**config.mk**
```make
export PLATFORM = sky130hd
export DESIGN_NAME = hgpc_cell_calc
export DESIGN_NICKNAME = d
export VERILOG_FILES = /design/src/rtl/hgpc_pkg.sv /design/src/rtl/hgpc_cell_calc.sv
export SDC_FILE = /design/constraint.sdc
export NUM_CORES = 1
export LEC_CHECK = 0
export BUFFER_PORTS_ARGS = -buffer_cell sky130_fd_sc_hd__buf_2
export CAP_MARGIN = 5
export CORE_AREA = 8 8 139 141
export DETAILED_ROUTE_END_ITERATION = 8
export DIE_AREA = 0 0 147 149
export GPL_TIMING_DRIVEN = 0
export PLACE_DENSITY = 0.79
export SLEW_MARGIN = 30
export SYNTH_ARGS = -nofsm -noshare
export SYNTH_HDL_FRONTEND = slang
export SYNTH_SLANG_ARGS = --single-unit
```
**constraint.sdc**
```tcl
create_clock -name vclk -period 7
set_clock_uncertainty 0.2 [all_clocks]
set_input_delay 0.35 -clock vclk [all_inputs]
set_output_delay 0.35 -clock vclk [all_outputs]
set_load 0.05 [all_outputs]
```
**src/rtl/hgpc_pkg.sv**
```systemverilog
`default_nettype none

package hgpc_pkg;

   localparam int MAX_COLS    = 1024;
   localparam int COL_DEPTH   = (MAX_COLS < 1024) ? MAX_COLS : 1024;
   localparam int COL_W       = $clog2(COL_DEPTH);
   localparam int ROW_LIMIT   = 1024;
   localparam int ROW_W       = $clog2(ROW_LIMIT);
   localparam int VALUE_W     = 16;
   localparam int SUM_W       = 32;
   localparam int CSR_DATA_W  = 11;
   localparam int CSR_INDEX_W = 1;

   localparam logic [CSR_INDEX_W-1:0] CSR_ROW_COUNT = CSR_INDEX_W'(0);
   localparam logic [CSR_INDEX_W-1:0] CSR_COL_COUNT = CSR_INDEX_W'(1);

   typedef logic [SUM_W-1:0] sum_type;

   typedef struct packed {
      sum_type sum;
      sum_type count;
   } path_type;

   // A neighbor outside the grid behaves as a sum of zero reached by one path.
   localparam path_type EDGE_PATH = '{sum: '0, count: SUM_W'(1)};

   typedef struct packed {
      logic             row_zero;
      logic             odd_row;
      logic             right_in;
      logic             last_row;
      logic             last_col;
      logic [COL_W-1:0] col;
   } cell_ctrl_type;

   typedef struct packed {
      logic     last_row;
      logic     last_col;
      path_type path;
   } fold_in_type;

   function automatic sum_type sat_add(sum_type a, sum_type b);
      logic [SUM_W:0] s;
      s = {1'b0, a} + {1'b0, b};
      return s[SUM_W] ? '1 : s[SUM_W-1:0];
   endfunction

endpackage

`default_nettype wire

```
**src/rtl/hgpc_cell_calc.sv**
```systemverilog
`default_nettype none

module hgpc_cell_calc (
   input  wire logic [hgpc_pkg::VALUE_W-1:0] value,
   input  wire hgpc_pkg::cell_ctrl_type     ctrl,
   input  wire hgpc_pkg::path_type          above_a,
   input  wire hgpc_pkg::path_type          above_b,
   input  wire hgpc_pkg::path_type          held,
   output hgpc_pkg::path_type               result
);
   import hgpc_pkg::*;

   sum_type  v_ext;
   sum_type  sum_l;
   sum_type  sum_r;
   path_type left;
   path_type right;

   always_comb begin
      v_ext = SUM_W'(value);
      // Odd rows hang below columns c and c+1, even rows below c-1 and c.
      if (ctrl.odd_row) begin
         left  = above_a;
         right = ctrl.right_in ? above_b : EDGE_PATH;
      end else begin
         left  = held;
         right = above_a;
      end
      sum_l = sat_add(left.sum, v_ext);
      sum_r = sat_add(right.sum, v_ext);
      if (ctrl.row_zero) begin
         result = '{sum: v_ext, count: SUM_W'(1)};
      end else if (sum_r == sum_l) begin
         result = '{sum: sum_l, count: sat_add(left.count, right.count)};
      end else if (sum_r > sum_l) begin
         result = '{sum: sum_r, count: right.count};
      end else begin
         result = '{sum: sum_l, count: left.count};
      end
   end

endmodule

`default_nettype wire

```
==> summary.md <==
| Metric | Value |
|---|---|
| XOR/XNOR share of the synthesized area | `under 10%` |
| Multiplexer share of the synthesized area | `between 10% and 20%` |
| Die Y | `149 um` |
| I/O pin cnt | `between 200 and 300` |
| Gate power share | `100.0%` |
| Post-synthesis cell count | `1125` |
| Layout cells sized above 1 | `~36%` |
| DRC violations left | `0` |
| Placed Area | `~10000 um2` |
| Die Wd | `~150 um` |
| Int Power | `roughly 0.00055 W` |
| Syn. warnings | `0` |
| Arrival @ worst endpoint | `6.32 ns` |
| Seq. cell area | `0 um2` |
| First-pass GRT wire length | `about 53000 um` |
| Die area | `21900 um2` |
| Drt wl/cell | `around 21 um` |
| Post-Synth Adder-Cell Area | `between 10% and 20%` |
| Startpoint Class | `input port` |
| Endpoint type of the worst setup path | `output port` |
| Synth Area in Simple Gates | `a little over a fifth` |
| Area grow syn2layout | `35.1%` |
| Hpwl dp | `between 20000 and 30000 um` |
| Seq cells | `0` |
| Rel. slew slack | `between 30% and 40%` |
| Routed Antenna Nets | `0` |
| Leakage | `5.12 nW` |
| Post-DR vias/cell | `6.29` |
| Total chip power | `between 0.001 and 0.0015 W` |
| Post-synth top area share | `15.0%` |
| GRT Total Usage | `between 20 and 30%` |
| Synth Area in Compound Gates | `between 30% and 40%` |
| Initial DRC count | `slightly above 800` |
| CP max FO | `10` |
| Sequential share of the synthesized area | `0%` |
| Clock buffer cells | `0` |
| Mean post-synth cell area | `7.13 um2` |
| Final wirelength | `between 30000 and 40000 um` |
| Core area | `17100 um2` |
| Number of diodes | `0` |
| Crit path kind | `input port to output port` |
| Design area | `10800 um2` |
| Initial Util | `47.0%` |
| Count of final hold-check violations | `0` |
| Setup TNS | `0 ns` |
| Pin count of the biggest net entering global routing | `20` |
| Number of antenna violations at the first check in global routing | `1` |
| NumNets Final | `around 1800` |
| Post-synthesis cell type count | `74` |
| Max Freq | `between 100 and 150 MHz` |
| Most frequent cells after synthesis | `a21oi_1, ha_1, nand2_1, nor2_1` |
| Critical path startpoint | `ctrl[13]` |
| Switching Fraction | `between 60 and 70%` |
| Site Rows | `between 40 and 50` |
| DR vias | `approximately 10000` |
| Tightest Pin Transition | `about 0.93 ns` |
| Reg power frac | `0%` |
| Combinational family with the most area after synthesis | `compound AO/OA/AOI/OAI gates` |
| Status | `complete, no violations` |
| PortBufs | `274` |
| Cell accounting for the most synthesized area | `ha_1` |
| Peak supply drop | `0.0706 mV` |
| GRT overflow | `0` |
| Max-Cap Viols | `0` |
| Vias in the first global route | `10485` |
| Final setup fails | `0` |
| RD Place Congestion | `between 0.9 and 1` |
| Syn nets | `approximately 1400` |
| PwrDens | `roughly 130 nW/um2` |
| Area of the mapped netlist | `approximately 8000 um2` |
| Most frequent cell after synthesis | `a21oi_1` |
| Largest cells by area after synthesis | `ha_1, mux2_2, a21oi_1` |
| Hold path startpoint | `value[2]` |
| CTS Hold Bufs | `0` |
| Drt first pass iters | `5` |
| Period utilisation layout | `98.2%` |
| Clk pwr share | `0%` |
| Final Slew Violations | `0` |
| Hold Crit Class | `input port to output port` |
| Minimum clock period | `6.87 ns` |
| Req. time, crit path | `roughly 6.5 ns` |
| Net Sw Power | `0.000847 W` |
## critical path, stage by stage
cell       delay [ns]
buf_2            0.15
buf_8            0.15
and2_4           0.17
clkbuf_16        0.17
buf_12           0.16
a22o_1           0.14
ha_2             0.19
inv_1            0.06
fa_2             0.35
nand2b_4         0.17
a21oi_4          0.16
o2111ai_2        0.14
a221o_2          0.44
a2111o_1         0.48
buf_6            0.18
nand2_1          0.08
ha_1             0.27
a21o_1           0.19
a21o_1           0.17
a221o_1          0.36
a2111oi_4        0.49
o21a_1           0.21
buf_6            0.15
or2b_4           0.21
buf_8            0.15
o21ai_0          0.11
o21ai_2          0.15
buf_2            0.29
## what timing repair did
action,CTS,global route
setup endpoints to repair,64,64
gates resized for setup,105,56
buffers inserted,11,23
pin swaps,12,11
## area by class of cell
| class | count | area [um2] |
|---|---|---|
| fillers | 1559 | 6230 |
| repair buffers | 308 | 1740 |
| multi-input cells | 1033 | 8200 |
| well taps | 225 | 282 |
| inverters | 28 | 105 |
| plain buffers | 60 | 505 |
## worst paths after layout
check  slack, ns          to  cells after the start
max         0.13  result[35]                     28
min         0.93  result[34]                      4
## cells in the final DEF, fill, tap and decap left out, types with 18 or more instances in the layout
cell and count:
buf_2 247, buf_4 56, nor2_1 68, a21oi_1 97, a22o_1 56, mux2_2 56
a21oi_2 27, xnor2_1 39, a21o_1 54, nand4_1 20, clkbuf_1 18, inv_1 27
mux2i_1 36, xor2_1 29, o21ai_0 38, ha_1 90, nand2_1 95, nand3_1 24
## metrics by stage
stage	hold WS (ns)	util [%]	setup WS [ns]	instances
finish	0.931	63.5	0.129	1654
global route	0.938	63.5	-0.0277	1654
CTS	0.927	61.5	0.0109	1632
detailed placement	0.954	58.9	-2.11	1624
global placement	0.953	58.9	-1.95	1624
floorplan	0.718	-	0.0308	1125
## logic make-up after synthesis
kind of cell,count (synthesis)
buffers and inverters,92
and+or+nand+nor,338
muxes,92
adders and majority gates,99
xor gates and xnor gates,68
AOI/OAI and AO/OA,436
## metal layers
layer  vias to the layer above  track usage [%]  wire, um
met2                       512             53.1     16700
met5                         -                0        10
met3                        76             4.22      2910
met1                      4850             34.7     13600
li1                       4971                -         -
met4                         2             8.72      1010
## power groups by stage
stage | Clock [W] | Sequential [W] | Combinational, W
after floorplan | 0 | 0 | 0.000964
after global placement | 0 | 0 | 0.00127
after detailed placement | 0 | 0 | 0.00128
after CTS | 0 | 0 | 0.00135
after global routing | 0 | 0 | 0.00151
final | 0 | 0 | 0.00140
Note: power is estimated with default switching activity, not from simulation.
