File: src/rtl/hgpc_pkg.sv
`default_nettype none

package hgpc_pkg;

   localparam int MAX_COLS    = 1024;
   localparam int COL_DEPTH   = (MAX_COLS < 1024) ? MAX_COLS : 1024;
   localparam int COL_W       = $clog2(COL_DEPTH);
   localparam int ROW_LIMIT   = 1024;
   localparam int ROW_W       = $clog2(ROW_LIMIT);
   localparam int VALUE_W     = 16;
   localparam int SUM_W       = 32;
   localparam int CSR_DATA_W  = 11;
   localparam int CSR_INDEX_W = 1;

   localparam logic [CSR_INDEX_W-1:0] CSR_ROW_COUNT = CSR_INDEX_W'(0);
   localparam logic [CSR_INDEX_W-1:0] CSR_COL_COUNT = CSR_INDEX_W'(1);

   typedef logic [SUM_W-1:0] sum_type;

   typedef struct packed {
      sum_type sum;
      sum_type count;
   } path_type;

   // A neighbor outside the grid behaves as a sum of zero reached by one path.
   localparam path_type EDGE_PATH = '{sum: '0, count: SUM_W'(1)};

   typedef struct packed {
      logic             row_zero;
      logic             odd_row;
      logic             right_in;
      logic             last_row;
      logic             last_col;
      logic [COL_W-1:0] col;
   } cell_ctrl_type;

   typedef struct packed {
      logic     last_row;
      logic     last_col;
      path_type path;
   } fold_in_type;

   function automatic sum_type sat_add(sum_type a, sum_type b);
      logic [SUM_W:0] s;
      s = {1'b0, a} + {1'b0, b};
      return s[SUM_W] ? '1 : s[SUM_W-1:0];
   endfunction

endpackage

`default_nettype wire

File: src/rtl/hgpc_best_fold.sv
`default_nettype none

module hgpc_best_fold (
   input  wire logic                  clock,
   input  wire logic                  reset,
   input  wire logic                  restart,
   input  wire logic                  advance,
   input  wire logic                  in_valid,
   input  wire hgpc_pkg::fold_in_type in_data,
   input  wire logic                  rsp_ready,
   output logic                       stall,
   output logic                       rsp_valid,
   output hgpc_pkg::sum_type          best_sum,
   output hgpc_pkg::sum_type          path_count
);
   import hgpc_pkg::*;

   logic        f_valid_ff;
   fold_in_type f_data_ff;
   sum_type     best_ff;
   sum_type     best_in;
   sum_type     count_ff;
   sum_type     count_in;
   logic        rsp_valid_ff;
   logic        rsp_valid_in;
   path_type    result_ff;
   path_type    result_in;
   logic        done;

   always_comb begin
      best_in      = best_ff;
      count_in     = count_ff;
      result_in    = result_ff;
      rsp_valid_in = rsp_valid_ff && !rsp_ready;
      done         = f_valid_ff && f_data_ff.last_row && f_data_ff.last_col;
      if (advance && f_valid_ff && f_data_ff.last_row) begin
         if (f_data_ff.path.sum > best_ff) begin
            best_in  = f_data_ff.path.sum;
            count_in = f_data_ff.path.count;
         end else if (f_data_ff.path.sum == best_ff) begin
            count_in = sat_add(count_ff, f_data_ff.path.count);
         end
         if (f_data_ff.last_col) begin
            result_in    = '{sum: best_in, count: count_in};
            rsp_valid_in = 1'b1;
            best_in      = '0;
            count_in     = '0;
         end
      end
      if (restart) begin
         best_in  = '0;
         count_in = '0;
      end
   end

   always_ff @(posedge clock) begin
      if (reset) begin
         f_valid_ff   <= 1'b0;
         best_ff      <= '0;
         count_ff     <= '0;
         rsp_valid_ff <= 1'b0;
      end else begin
         if (advance) begin
            f_valid_ff <= in_valid;
         end
         best_ff      <= best_in;
         count_ff     <= count_in;
         rsp_valid_ff <= rsp_valid_in;
      end
   end

   always_ff @(posedge clock) begin
      if (advance) begin
         f_data_ff <= in_data;
      end
      result_ff <= result_in;
   end

   assign stall      = done && rsp_valid_ff && !rsp_ready;
   assign rsp_valid  = rsp_valid_ff;
   assign best_sum   = result_ff.sum;
   assign path_count = result_ff.count;

endmodule

`default_nettype wire

File: config.mk
export PLATFORM = sky130hd
export DESIGN_NAME = hgpc_best_fold
export DESIGN_NICKNAME = d
export VERILOG_FILES = /design/src/rtl/hgpc_pkg.sv /design/src/rtl/hgpc_best_fold.sv
export SDC_FILE = /design/constraint.sdc
export NUM_CORES = 1
export LEC_CHECK = 0
export BUFFER_PORTS_ARGS = -buffer_cell sky130_fd_sc_hd__buf_2
export CELL_PAD_IN_SITES_DETAIL_PLACEMENT = 0
export CELL_PAD_IN_SITES_GLOBAL_PLACEMENT = 2
export CORE_MARGIN = 5
export CORE_UTILIZATION = 41
export CTS_CLUSTER_DIAMETER = 120
export CTS_CLUSTER_SIZE = 10
export DETAILED_ROUTE_END_ITERATION = 10
export PLACE_DENSITY = 0.93
export SLEW_MARGIN = 20
export SYNTH_ARGS = -nofsm -noshare
export SYNTH_HDL_FRONTEND = slang
export SYNTH_SLANG_ARGS = --single-unit
File: constraint.sdc
create_clock -name clock -period 5.7 [get_ports clock]
set_input_delay 0.285 -clock clock [delete_from_list [all_inputs] [get_ports clock]]
set_output_delay 0.285 -clock clock [all_outputs]
set_load 0.01 [all_outputs]
==> impl_results.md <==
* # diodes at 0
* Design Area, Final at 11800 sq um
* Clock sink total at 196
* Slew headroom at 36.0%
* Total grt overflow at 0
* GRT Total Usage at 17.8%
* CP Max Fanout at 49
* Die area at 27300 sq um
* TritonRoute pass-1 iters at 5
* CTS H-tree lvls at 4
* Remaining antenna violation count at 0
* Final period demand of the worst path at 3330 ps
* Total CTS buffers at 17
* Vias in the first global route at 7183
* Synth area leader: edfxtp_1
* Critical path type: reg -> reg
* Pwr Total at 0.00316 W
* Final clock skew at 15.2 ps
* Initial core utilization at 41.8%
* FMAX at 300 MHz
* Sequential fraction of the synthesis area at 52.9%
* Cell Chain, Critical Path: ha_1, nand3_1, or3_4, o31ai_1, nand2_1, o21ai_4, buf_4, mux2_2, a22oi_1, nor2_1
* # rows at 56
* CTS tree: done
* Routed WL at 23800 microns
* Core region area at 23600 sq um
* Post-Syn Area at 9870 sq um
* Dominant synthesized flop cell: edfxtp_1
* Worst setup EP type: register
* EDFF count, synth at 130
* Post-route DRC at 0
* CTS root buf: clkbuf_16
* Port Buffers at 137
* Final Slew Violations at 0
* Bufs on Longest Clock Path at 2
* Height of the die at 165 microns
* Max VDD drop at 0.144 mV
* Detailed-route via count at 7133
* Area Overhead vs Synth at 19.1%
* Share of layout cells above drive strength 1 at 24.1%
* Ports at 138
* Cell count after synthesis at 852
* Number of synthesized register bits at 196
* First-pass GRT wire length at 37800 microns
* Detailed placement HPWL at 16100 microns
* Worst Tran Pin Value at 960 ps
* Status: finished, final reports clean
* Initial antenna violation count at 4
* Syn Nets at 989
* Wire per inst at 17.7 microns
* RSZ-0062 raised after global routing: no
* Final setup vio count at 0
* Cell Pwr Density at 269 nW/um^2
* Placed inst area at 10800 sq um
* GPL Wtd Cong at 0.831
* Max Cap Viol at 0
* DR iter-0 viols at 399
* Clock Pin Slew Worst Setup and Hold Paths at 80 ps
* Post-cts resize count at 0
* Final Hold Fails at 0
* Syn. warnings at 0
* Synth cell types at 74
* Top cell type's share of synthesized area at 39.5%
* Synth top area cells: edfxtp_1, dfxtp_1, ha_1
* Final period util at 58.4%
* DR vias/cell at 5.30
* CP max-delay cell: buf_4
* HP Class: in -> reg
* Startpoint types: register
* Worst slack, placed at 2410 ps
* Worst-Skew Late Latency at 440 ps
* Final #Nets at 1151
* Sum Neg Setup Slack at 0 ps
* Die X-Extent at 165 microns
* LEAKAGE at 4.65 nW
* Postcts setup bufs at 0
* Final WS setup at 2370 ps
* Worst Path Required at 6000 ps
* CP arrival at 3630 ps
* Slowest Stage Delay on Critical Path at 540 ps
* Post-synth ARST share at 0%
* Syn avg cell area at 11.6 sq um
* Hold slack at 20.2 ps
* Largest net degree at the start of global routing at 70
## worst paths after layout
kind                                     from             to  slack, ps  cells after the start
worst min-delay path              in_data[19]  f_data_ff[19]         20                      1
worst max-delay path            f_data_ff[63]    best_ff[25]       2370                     10
worst min register to register   count_ff[22]   count_ff[22]        480                      2
worst max register to register  f_data_ff[63]    best_ff[25]       2370                     10
## final cells by class
cell class / count / area, sq um
clock inverters: 15 / 184
repair buffers: 178 / 1080
fillers: 2137 / 11900
multi-input cells: 586 / 4320
well taps: 319 / 399
inverters: 35 / 131
clock buffers: 17 / 425
flip-flops and latches: 196 / 5230
## layer usage
metal	up-vias	routed length [microns]	global-route usage, %
li1	3527	-	-
met1	3393	11100	23.9
met4	8	398	5.22
met5	-	48	0
met3	34	1240	4.34
met2	171	11000	28.5
## registers in the layout (all words and copies together), names as in the netlist
signal and cells:
f_data_ff 66, count_ff 32, f_valid_ff 1, path_count 32, best_sum 32, rsp_valid 1, best_ff 32
## metrics by stage
stage	util, %	instances
after floorplan	-	852
after global placement	45.8	1281
after detailed placement	45.8	1281
after CTS	49.7	1344
after global routing	49.8	1346
final	49.8	1346
## power breakdown
part	switching (W)	internal (W)	leakage (nW)	total, W
clock network	0.000628	0.000598	0.289	0.00123
logic	0.000179	0.000150	2.60	0.000329
registers	0.0000297	0.00157	1.76	0.00160
## cells by family (layout without fill, tap and decap cells)
logic type | after synthesis | count (layout) | share of synthesized area, %
simple gates | 203 | 203 | 9.59
compound gates | 255 | 255 | 18.1
xor+xnor | 23 | 23 | 2.04
fa+ha+maj | 65 | 65 | 8.31
flops | 196 | 196 | 52.9
mux | 40 | 40 | 5.54
buf+inv | 70 | 245 | 3.52
## cells in the mapped netlist (9+ instances only)
library cell	n
edfxtp_1	130
nor2_1	75
dfxtp_1	66
a21oi_1	64
ha_1	64
nand2_1	63
inv_1	35
a22oi_1	34
a22o_1	27
mux2_4	27
o21ai_0	27
clkbuf_1	19
a21o_1	17
o21ai_1	15
xnor2_1	15
nand4_1	11
nand3_1	9
## critical path: cells and delay by family (launching register included)
family                     cells  cell delay, ps
adders and majority gates      1             340
muxes                          1             420
buffers and inverters          1             540
AOI/OAI and AO/OA              3             700
DFF                            1             410
and+or+nand+nor                4             760
## timing repair
item,CTS,global route
hold endpoints to repair,31,2
hold buffers,31,2
endpoints found under the setup margin,0,0
## cell usage in the layout (no fill, tap or decap), types with 11 or more instances in the layout
master and instances:
a22oi_1 34, a22o_1 27, a21o_1 17, buf_2 136
nor2_1 74, mux2_4 27, o21ai_1 15, dlygate4sd3_1 33
dfxtp_1 66, ha_1 64, a21oi_1 64, nand4_1 11
edfxtp_1 130, clkbuf_16 17, nand2_1 63, o21ai_0 27
inv_1 34, xnor2_1 15
(Power assumes the default switching activity.)
